===== config.mk =====
export PLATFORM = sky130hd
export DESIGN_NAME = mjpeg_http_stream_deframer
export DESIGN_NICKNAME = d
export VERILOG_FILES = /design/src/design/mhsd_pkg.sv /design/src/design/mjpeg_http_stream_deframer.sv
export SDC_FILE = /design/constraint.sdc
export NUM_CORES = 1
export LEC_CHECK = 0
export ABC_AREA = 1
export BUFFER_PORTS_ARGS = -buffer_cell sky130_fd_sc_hd__buf_2
export CELL_PAD_IN_SITES_DETAIL_PLACEMENT = 2
export CELL_PAD_IN_SITES_GLOBAL_PLACEMENT = 2
export CORE_MARGIN = 3
export CORE_UTILIZATION = 34
export CTS_CLUSTER_DIAMETER = 60
export DETAILED_ROUTE_END_ITERATION = 10
export PLACE_DENSITY_LB_ADDON = 0.1
export SYNTH_ARGS = -nofsm -noshare
export SYNTH_HDL_FRONTEND = slang
export SYNTH_SLANG_ARGS = --single-unit
export TNS_END_PERCENT = 5

===== constraint.sdc =====
create_clock -name aclk -period 3.3 [get_ports aclk]
set_clock_uncertainty 0.1 [all_clocks]
set_input_delay 0.66 -clock aclk [delete_from_list [all_inputs] [get_ports aclk]]
set_output_delay 0.66 -clock aclk [all_outputs]
set_load 0.03 [all_outputs]

===== src/design/mhsd_pkg.sv =====
// ----------------------------------------------------------------------------
// mhsd_pkg
// Shared types and constants for the MJPEG HTTP stream deframer.
// ----------------------------------------------------------------------------
package mhsd_pkg;

    localparam int LEN_W              = 20;
    localparam int HEADER_WINDOW_DEF  = 512;
    localparam int QUEUE_DEPTH        = 3;

    localparam logic [LEN_W-1:0] MAX_FRAME_RESET = LEN_W'(256 * 1024);

    localparam logic [7:0]  MARK_BYTE = 8'hFF;
    localparam logic [7:0]  SOI_BYTE  = 8'hD8;
    localparam logic [7:0]  EOI_BYTE  = 8'hD9;
    localparam logic [7:0]  CR_BYTE   = 8'h0D;
    localparam logic [7:0]  LF_BYTE   = 8'h0A;
    localparam logic [31:0] HDR_END   = {CR_BYTE, LF_BYTE, CR_BYTE, LF_BYTE};

    // input kind codes
    localparam logic KIND_BYTE    = 1'b0;
    localparam logic KIND_RESTART = 1'b1;

    typedef struct packed {
        logic [7:0]       byte_out;
        logic             frame_start;
        logic             frame_end;
        logic             frame_abort;
        logic [LEN_W-1:0] frame_length;
        logic             last;
    } result_t;

endpackage


===== src/design/mjpeg_http_stream_deframer.sv =====
// ----------------------------------------------------------------------------
// mjpeg_http_stream_deframer
// Skips the HTTP header of an MJPEG response and forwards JPEG frames.
// ----------------------------------------------------------------------------
// Input channel (s_): one item per handshake; tuser is the kind (0 = stream
// byte, 1 = restart after reconnect), tdata the byte. A restart clears the
// parser and gives no result; max_frame_bytes keeps its value.
// Result channel (m_): frame bytes with start, end and abort flags in tuser,
// byte and running frame length in tdata, tlast on the last result of an item.
// cfg_wr_en/cfg_wr_data write max_frame_bytes; write only while idle.
// Each item is parsed in the cycle it is accepted and its results are
// registered into a three-entry result queue whose head drives the m_ ports.
// Throughput: one item per cycle while s_tready is high. An item that opens
// a frame (FF D8) pushes two results and can hold off the next item;
// s_tready is high while at most one result is queued.
// When the receiver stalls, the queue fills and s_tready drops; nothing is
// lost. Reset empties the queue, clears the parser and sets max_frame_bytes
// to 262144.
// ----------------------------------------------------------------------------
module mjpeg_http_stream_deframer #(
    parameter int HEADER_WINDOW = mhsd_pkg::HEADER_WINDOW_DEF
) (
    input  logic                     aclk,
    input  logic                     aresetn,
    // configuration
    input  logic                     cfg_wr_en,
    input  logic [mhsd_pkg::LEN_W-1:0] cfg_wr_data,   // max_frame_bytes
    // input stream
    input  logic                     s_tvalid,
    output logic                     s_tready,
    input  logic [7:0]               s_tdata,         // [7:0] data_byte
    input  logic                     s_tuser,         // [0] kind
    // result stream
    output logic                     m_tvalid,
    input  logic                     m_tready,
    output logic [31:0]              m_tdata,         // [7:0] byte_out,
                                                      // [27:8] frame_length,
                                                      // [31:28] zero
    output logic [2:0]               m_tuser,         // [0] frame_start,
                                                      // [1] frame_end,
                                                      // [2] frame_abort
    output logic                     m_tlast
);
    import mhsd_pkg::*;

    localparam int CNT_W = $clog2(HEADER_WINDOW);
    localparam int QC_W  = $clog2(QUEUE_DEPTH + 1);

    // parser state
    logic [LEN_W-1:0] max_bytes_reg;
    logic             header_done_reg, header_done_next;
    logic [CNT_W-1:0] header_count_reg, header_count_next;
    logic [23:0]      recent_reg, recent_next;
    logic             in_frame_reg, in_frame_next;
    logic             prev_ff_reg, prev_ff_next;
    logic [LEN_W-1:0] frame_count_reg, frame_count_next;

    // result queue, slot 0 is the head
    result_t          q_reg [QUEUE_DEPTH];
    result_t          q_next [QUEUE_DEPTH];
    logic [QC_W-1:0]  qcnt_reg, qcnt_next;

    logic             accept;
    logic             pop;
    logic [1:0]       n_push;
    result_t          res0, res1;
    logic [31:0]      hdr_word;
    logic [CNT_W-1:0] hc_inc;
    logic [LEN_W-1:0] fc_inc;
    logic             is_end;

    assign s_tready = (qcnt_reg <= QC_W'(1));
    assign accept   = s_tvalid && s_tready;
    assign m_tvalid = (qcnt_reg != '0);
    assign pop      = m_tvalid && m_tready;

    assign m_tdata  = {4'b0000, q_reg[0].frame_length, q_reg[0].byte_out};
    assign m_tuser  = {q_reg[0].frame_abort, q_reg[0].frame_end, q_reg[0].frame_start};
    assign m_tlast  = q_reg[0].last;

    assign hdr_word = {recent_reg, s_tdata};
    assign hc_inc   = header_count_reg + CNT_W'(1);
    assign fc_inc   = frame_count_reg + LEN_W'(1);
    assign is_end   = prev_ff_reg && (s_tdata == EOI_BYTE);

    // parse one item
    always_comb begin
        header_done_next  = header_done_reg;
        header_count_next = header_count_reg;
        recent_next       = recent_reg;
        in_frame_next     = in_frame_reg;
        prev_ff_next      = prev_ff_reg;
        frame_count_next  = frame_count_reg;
        res0              = '0;
        res1              = '0;
        n_push            = 2'd0;
        if (accept) begin
            if (s_tuser == KIND_RESTART) begin
                header_done_next  = 1'b0;
                header_count_next = '0;
                recent_next       = '0;
                in_frame_next     = 1'b0;
                prev_ff_next      = 1'b0;
                frame_count_next  = '0;
            end else if (!header_done_reg) begin
                if (header_count_reg < CNT_W'(HEADER_WINDOW - 1)) begin
                    recent_next       = hdr_word[23:0];
                    header_count_next = hc_inc;
                    if (hc_inc >= CNT_W'(4) && hdr_word == HDR_END) begin
                        header_count_next = '0;
                        header_done_next  = 1'b1;
                    end
                end else begin
                    // window full: drop the byte and wrap
                    header_count_next = '0;
                end
            end else if (!in_frame_reg) begin
                if (prev_ff_reg && s_tdata == SOI_BYTE) begin
                    res0.byte_out     = MARK_BYTE;
                    res0.frame_start  = 1'b1;
                    res0.frame_length = LEN_W'(1);
                    res1.byte_out     = SOI_BYTE;
                    res1.frame_length = LEN_W'(2);
                    res1.last         = 1'b1;
                    n_push            = 2'd2;
                    frame_count_next  = LEN_W'(2);
                    in_frame_next     = 1'b1;
                    prev_ff_next      = 1'b0;
                end else begin
                    prev_ff_next = (s_tdata == MARK_BYTE);
                end
            end else if (frame_count_reg >= max_bytes_reg) begin
                // over length: drop the byte and report the abort
                res0.frame_abort  = 1'b1;
                res0.frame_length = frame_count_reg;
                res0.last         = 1'b1;
                n_push            = 2'd1;
                in_frame_next     = 1'b0;
                prev_ff_next      = 1'b0;
                frame_count_next  = '0;
            end else begin
                res0.byte_out     = s_tdata;
                res0.frame_end    = is_end;
                res0.frame_length = fc_inc;
                res0.last         = 1'b1;
                n_push            = 2'd1;
                frame_count_next  = fc_inc;
                if (is_end) begin
                    in_frame_next = 1'b0;
                    prev_ff_next  = 1'b0;
                end else begin
                    prev_ff_next  = (s_tdata == MARK_BYTE);
                end
            end
        end
    end

    // queue update: shift out the head, then append new results
    always_comb begin
        logic [QC_W-1:0] remain;
        remain = qcnt_reg - (pop ? QC_W'(1) : QC_W'(0));
        for (int i = 0; i < QUEUE_DEPTH; i++) begin
            if (pop) begin
                q_next[i] = (i < QUEUE_DEPTH - 1) ? q_reg[(i + 1) % QUEUE_DEPTH] : q_reg[i];
            end else begin
                q_next[i] = q_reg[i];
            end
        end
        for (int i = 0; i < QUEUE_DEPTH; i++) begin
            if (n_push != 2'd0 && QC_W'(i) == remain) begin
                q_next[i] = res0;
            end
            if (n_push == 2'd2 && QC_W'(i) == remain + QC_W'(1)) begin
                q_next[i] = res1;
            end
        end
        qcnt_next = remain + QC_W'(n_push);
    end

    always_ff @(posedge aclk) begin
        if (!aresetn) begin
            max_bytes_reg    <= MAX_FRAME_RESET;
            header_done_reg  <= 1'b0;
            header_count_reg <= '0;
            recent_reg       <= '0;
            in_frame_reg     <= 1'b0;
            prev_ff_reg      <= 1'b0;
            frame_count_reg  <= '0;
            qcnt_reg         <= '0;
        end else begin
            if (cfg_wr_en) begin
                max_bytes_reg <= cfg_wr_data;
            end
            header_done_reg  <= header_done_next;
            header_count_reg <= header_count_next;
            recent_reg       <= recent_next;
            in_frame_reg     <= in_frame_next;
            prev_ff_reg      <= prev_ff_next;
            frame_count_reg  <= frame_count_next;
            qcnt_reg         <= qcnt_next;
        end
    end

    always_ff @(posedge aclk) begin
        for (int i = 0; i < QUEUE_DEPTH; i++) begin
            q_reg[i] <= q_next[i];
        end
    end

endmodule

==> results.toml, run 1 <==
[synth]
synth.distinct_cells = 49
synth_edf_count = 18
ys_ff_latch = 174
synthesis.area_mm2 = 0.009128
synth-main-ff-cell = "dfxtp_1"
ys_warn_count = 0
ys_top_cells_by_area = "dfxtp_1, nand2_1, a21oi_1, edfxtp_1, inv_1"
synth_top_area_cell = "dfxtp_1"
yosys-top-cells-count = "nand2_1, dfxtp_1, inv_1"
async_flop_share_pct = 0
yosysMostFrequentCell = "nand2_1"
ys_seq_area_share_pct = 40.14
syn_area_per_cell_um2 = 7.065
synth_cells = 1292
synth_top_area_share_pct = 34.22

[placed_design]
finalWeightedCongestion = 0.8481
dp.final_hpwl_um = 23480
io_buffers = 67

[floorplanning]
ios = 72
start_util_pct = 34.83
core-area_mm2 = 0.02621
die_x_um = 169.8
row_count = 59
die_area_mm2 = 0.02885
dieHeight_um = 169.8

[setup_path]
critPathArrivalTime_ns = 3.02
crit_fanout = 25
cp_top_family = "buffers and inverters"
setup.worst_path.start = "qcnt_reg[1]"
start_kind = "flip-flop"
crit_buf_inv = 6
required_ns = 3.36
timing.setup.critical_path_class = "flip-flop to flip-flop"
slowest_delay_ns = 0.50
r2r_start = "qcnt_reg[1]"
crit_path_end_kind = "flip-flop"
path_common_cell = "inv_1"
worstPathCellList = "inv_2 > nand2_1 > nand2_1 > inv_1 > ha_1 > inv_1 > nor2_1 > inv_2 > nor2_8 > inv_4 > nand2_8 > nor2_4 > inv_1"
slowest_stage = "nor2_4"

[final_layout]
fin_util_pct = 38.92
area_growth_pct = 11.73
drive_gt1_share_pct = 13.84
largest_reg_flops = 96
diodes = 0
nets = 1384

[drt]
drt_iter0_markers = 458
vias = 8543
routedWlPerCell_um = 18.60
routed_wl_um = 31110
first_pass_iters = 5
drcViolationCount = 0
ant_nets = 0
via_per_inst = 5.109

[global_route]
busiest_layer = "met2"
grt_pass1_vias = 9060
grtUsageMet3_pct = 2.857
gr-usage-met2_pct = 37.91
antenna_found_initial = 0
gr-total-overflow = 0
grtUsageTotal_pct = 22.20
grt_use_met1_pct = 30.14
grt_pass1_wl_um = 50340
grt_max_degree = 44

[cts]
root_buffer = "clkbuf_16"
cts_inserted_buffers = 17
clock_latency_ns = 0.44
cts_resized = 0
cts_tree = "done"
clock_sinks = 174
ctsHoldBuffers = 0
post_cts_buffers = 0
cts.htree.levels = 4
cts.clk_slew.worst_paths_ns = 0.08
cts_buffer_depth = 2

[timing]
tns_ns = 0
worstMarginPinSlew_ns = 1.002
fin_crit_ns = 2.963
relSlewSlack_pct = 33.22
final_hold_viol_count = 0
finalCritPeriodShare_pct = 89.80
setup_viol = 0
fmax_ghz = 0.3375
rsz0062_at_grt = "false"
slew_violations = 0

[power_and_ir_drop]
irDropWorstVdd_v = 0.0003103
powerDensity_mw_per_mm2 = 572.5
leakagePower_nw = 4.392

[hold_path]
min_path_type = "input port to flip-flop"
min_from = "cfg_wr_data[18]"

[outcome]
status = "finished, final reports clean"

[flow_run]
cap_violations = 0
## worst paths after layout
path              cells past startpoint  slack (ns)           endpoint
setup reg to reg                     13        0.34       q_reg[0][27]
hold / removal                        3        0.34  max_bytes_reg[18]
hold reg to reg                       2        0.35       q_reg[0][12]
setup / recovery                     13        0.34       q_reg[0][27]
## layout make-up
type / instances / area, µm²
clock buffers: 18 / 429.2
well taps: 335 / 419.2
multi-input cells: 897 / 4447
repair buffers: 97 / 573.1
flip-flops and latches: 174 / 3664
fillers: 3125 / 16010
clock inverters: 14 / 150.1
inverters: 137 / 516.7
## report_power, final
group	leakage [nW]	internal, mW	total [mW]	switching [mW]
logic	2.70	0.371	1.22	0.851
registers	1.42	2.44	2.59	0.147
clock network	0.278	1.01	2.03	1.02
## worst reg2reg max path, cell delays in order (launching register included)
cell and delay [ns]:
dfxtp_1 0.35, inv_2 0.15, nand2_1 0.10, nand2_1 0.09, inv_1 0.06, ha_1 0.32, inv_1 0.18, nor2_1 0.08
inv_2 0.12, nor2_8 0.06, inv_4 0.20, nand2_8 0.10, nor2_4 0.50, inv_1 0.28
## cells in the final DEF, fill, tap and decap left out, drive strengths merged, types with 3 or more instances in the layout
| master | instances |
|---|---|
| nand4 | 19 |
| nor2 | 91 |
| nand2 | 409 |
| clkinv | 8 |
| a31oi | 6 |
| xnor2 | 7 |
| o22ai | 12 |
| buf | 97 |
| or2 | 3 |
| inv | 141 |
| dfxtp | 156 |
| edfxtp | 18 |
| conb | 4 |
| clkbuf | 18 |
| a21oi | 133 |
| nand3 | 76 |
| ha | 26 |
| o21ai | 64 |
| xor2 | 13 |
| nor3 | 9 |
| o211ai | 13 |
| nor4 | 3 |
## per-stage QoR
step / worst slack, ns / total power, mW / instances / hold WS, ns / cell area, µm²
6_report: 0.3367 / 5.839 / 1672 / 0.3393 / 10200
3_5_place_dp: 0.09049 / 3.879 / 1640 / 0.3372 / 9619
5_1_grt: 0.06253 / 6.182 / 1672 / 0.3371 / 10200
2_1_floorplan: 0.4311 / 3.668 / 1295 / 0.3209 / 9139
4_1_cts: 0.2695 / 5.916 / 1672 / 0.3317 / 10200
3_3_place_gp: 0.2229 / 3.824 / 1640 / 0.3328 / 9619
## kinds of logic after synthesis
group | count (synthesis) | synth area share, %
simple gates | 616 | 28.62
fa+ha+maj | 26 | 3.564
other cells | 1 | 0.04108
flops | 174 | 40.14
buf+inv | 224 | 11.34
compound gates | 231 | 14.30
xor+xnor | 20 | 2.001
## layer usage
metal	wire (µm)	share of wire (%)	vias up
met4	378	1.2	0
li1	-	-	4193
met3	920	3.0	19
met1	15020	48	4213
met2	14790	48	118
met5	0	0	-
No activity file was read; power rests on OpenSTA's default activity.
==> run 2: changes to the inputs <==
- clock period: 3.3 -> 2.8 ns (I/O delays scaled with it)
==> run 2 against run 1 <==
  * Critical path depth is 1 lower
  * Routed wire length increased by 3.6%
  * Cell count increased by 1.4%
  * First-iteration DRC count fell by 9.2%
  * Hold slack worse by 0.063 ns
  * Register-to-register slack lost 0.21 ns
  * Sequential share of layout area down 0.67 points
  * Power is 18% higher
==> results.toml, run 2 (synthesis results as in run 1) <==
[outcome]
status = "finished, final reports clean"

[global_route]
grt_pass1_vias = 9295
grtUsageMet3_pct = 2.648
grtUsageTotal_pct = 22.75
grt_max_degree = 34
grt_pass1_wl_um = 51750
grt_use_met1_pct = 30.95
gr-usage-met2_pct = 39.77
antenna_found_initial = 0
busiest_layer = "met2"
gr-total-overflow = 0

[floorplanning]
row_count = 59
dieHeight_um = 169.8
start_util_pct = 34.83
ios = 72
core-area_mm2 = 0.02621
die_area_mm2 = 0.02885
die_x_um = 169.8

[cts]
ctsHoldBuffers = 0
cts.htree.levels = 4
cts.clk_slew.worst_paths_ns = 0.07
clock_sinks = 174
cts_tree = "done"
cts_buffer_depth = 2
clock_latency_ns = 0.43
cts_inserted_buffers = 17
root_buffer = "clkbuf_16"

[final_layout]
fin_util_pct = 39.66
final_cell_mix = "nand2_1, dfxtp_1, inv_1, a21oi_1, nor2_1"
nets = 1408
diodes = 0
final_common_cell = "nand2_1"
fillers = 3194
drive_gt1_share_pct = 15.58
instances_no_fill = 1696
largest_reg_flops = 96
area_growth_pct = 13.87

[timing]
setup_viol = 0
fin_crit_ns = 2.671
rsz0062_at_grt = "true"
finalCritPeriodShare_pct = 95.38
whs_ns = 0.2760
final_hold_viol_count = 0
slew_violations = 0
relSlewSlack_pct = 54.32
fmax_ghz = 0.3744
worstMarginPinSlew_ns = 0.6810

[placed_design]
dp.final_hpwl_um = 23890
io_buffers = 67
dp_cells = 1664
finalWeightedCongestion = 0.8287

[drt]
first_pass_iters = 4
routed_wl_um = 32240
routedWlPerCell_um = 19.01
via_per_inst = 5.131
ant_nets = 0
drt_iter0_markers = 416
drcViolationCount = 0
vias = 8703

[setup_path]
critPathArrivalTime_ns = 2.89
start_kind = "flip-flop"
crit_fanout = 13
required_ns = 3.02
crit_path_end_kind = "flip-flop"
timing.setup.critical_path_class = "flip-flop to flip-flop"

[power_and_ir_drop]
powerDensity_mw_per_mm2 = 663.4
leakagePower_nw = 4.520
irDropWorstVdd_v = 0.0003148

[hold_path]
min_path_type = "input port to flip-flop"

[flow_run]
cap_violations = 0
## run 2: cell count changes in the layout (fill, tap and decap cells not counted), sizes merged
cell      delta
buf         +24
clkinv       +2
inv          -1
clkinvlp     -1
## run 2: what timing repair did
item / CTS / global route
endpoints found under the setup margin: 0 / 18
setup buffers: 0 / 0
gates resized for setup: 0 / 4
## run 2: worst paths after layout
| path | start | end | slack [ns] | cells past startpoint |
|---|---|---|---|---|
| setup / recovery | max_bytes_reg[19] | frame_count_reg[19] | 0.13 | 12 |
| hold / removal | cfg_wr_data[18] | max_bytes_reg[18] | 0.28 | 3 |
| setup reg to reg | max_bytes_reg[19] | frame_count_reg[19] | 0.13 | 12 |
| hold reg to reg | q_reg[0][17] | q_reg[0][17] | 0.35 | 2 |
## run 2: stage by stage
stage	setup slack, ns	area (µm²)	power, mW	TNS [ns]
global route	-0.04296	10390	7.295	-0.1648
floorplan	0.03567	9141	4.325	0
CTS	0.08387	10380	6.995	0
finish	0.1294	10390	6.895	0
detailed placement	0.1031	9798	4.588	0
global placement	0.1964	9798	4.522	0
## run 2: where the power goes
group	leakage [nW]	internal, mW	switching [mW]
clock network	0.280	1.19	1.18
registers	1.42	2.88	0.179
logic	2.82	0.445	1.02
## run 2: routing by layer
| layer | vias to the layer above | part of all wire [%] |
|---|---|---|
| met5 | - | 0 |
| met4 | 0 | 0.61 |
| li1 | 4244 | - |
| met1 | 4334 | 48 |
| met3 | 8 | 2.6 |
| met2 | 117 | 49 |
## run 2: final cells by class
| cell class | instances | area (µm²) | area share (%) |
|---|---|---|---|
| Timing Repair Buffer | 121 | 753.2 | 7.247 |
| Clock buffer | 18 | 429.2 | 4.129 |
| Inverter | 137 | 516.7 | 4.972 |
| Sequential cell | 174 | 3664 | 35.25 |
| Clock inverter | 14 | 148.9 | 1.433 |
| Multi-Input combinational cell | 897 | 4463 | 42.94 |
| Tap cell | 335 | 419.2 | 4.033 |
## run 2: critical path, stage by stage, from the launching register on
cell,delay [ns]
dfxtp_1,0.31
inv_1,0.05
ha_1,0.31
nand2_1,0.12
inv_1,0.05
nand2_1,0.06
nand2_1,0.06
a21oi_1,0.23
nand4_2,0.25
buf_4,0.28
nor2_1,0.24
nand3_1,0.25
a21oi_1,0.25
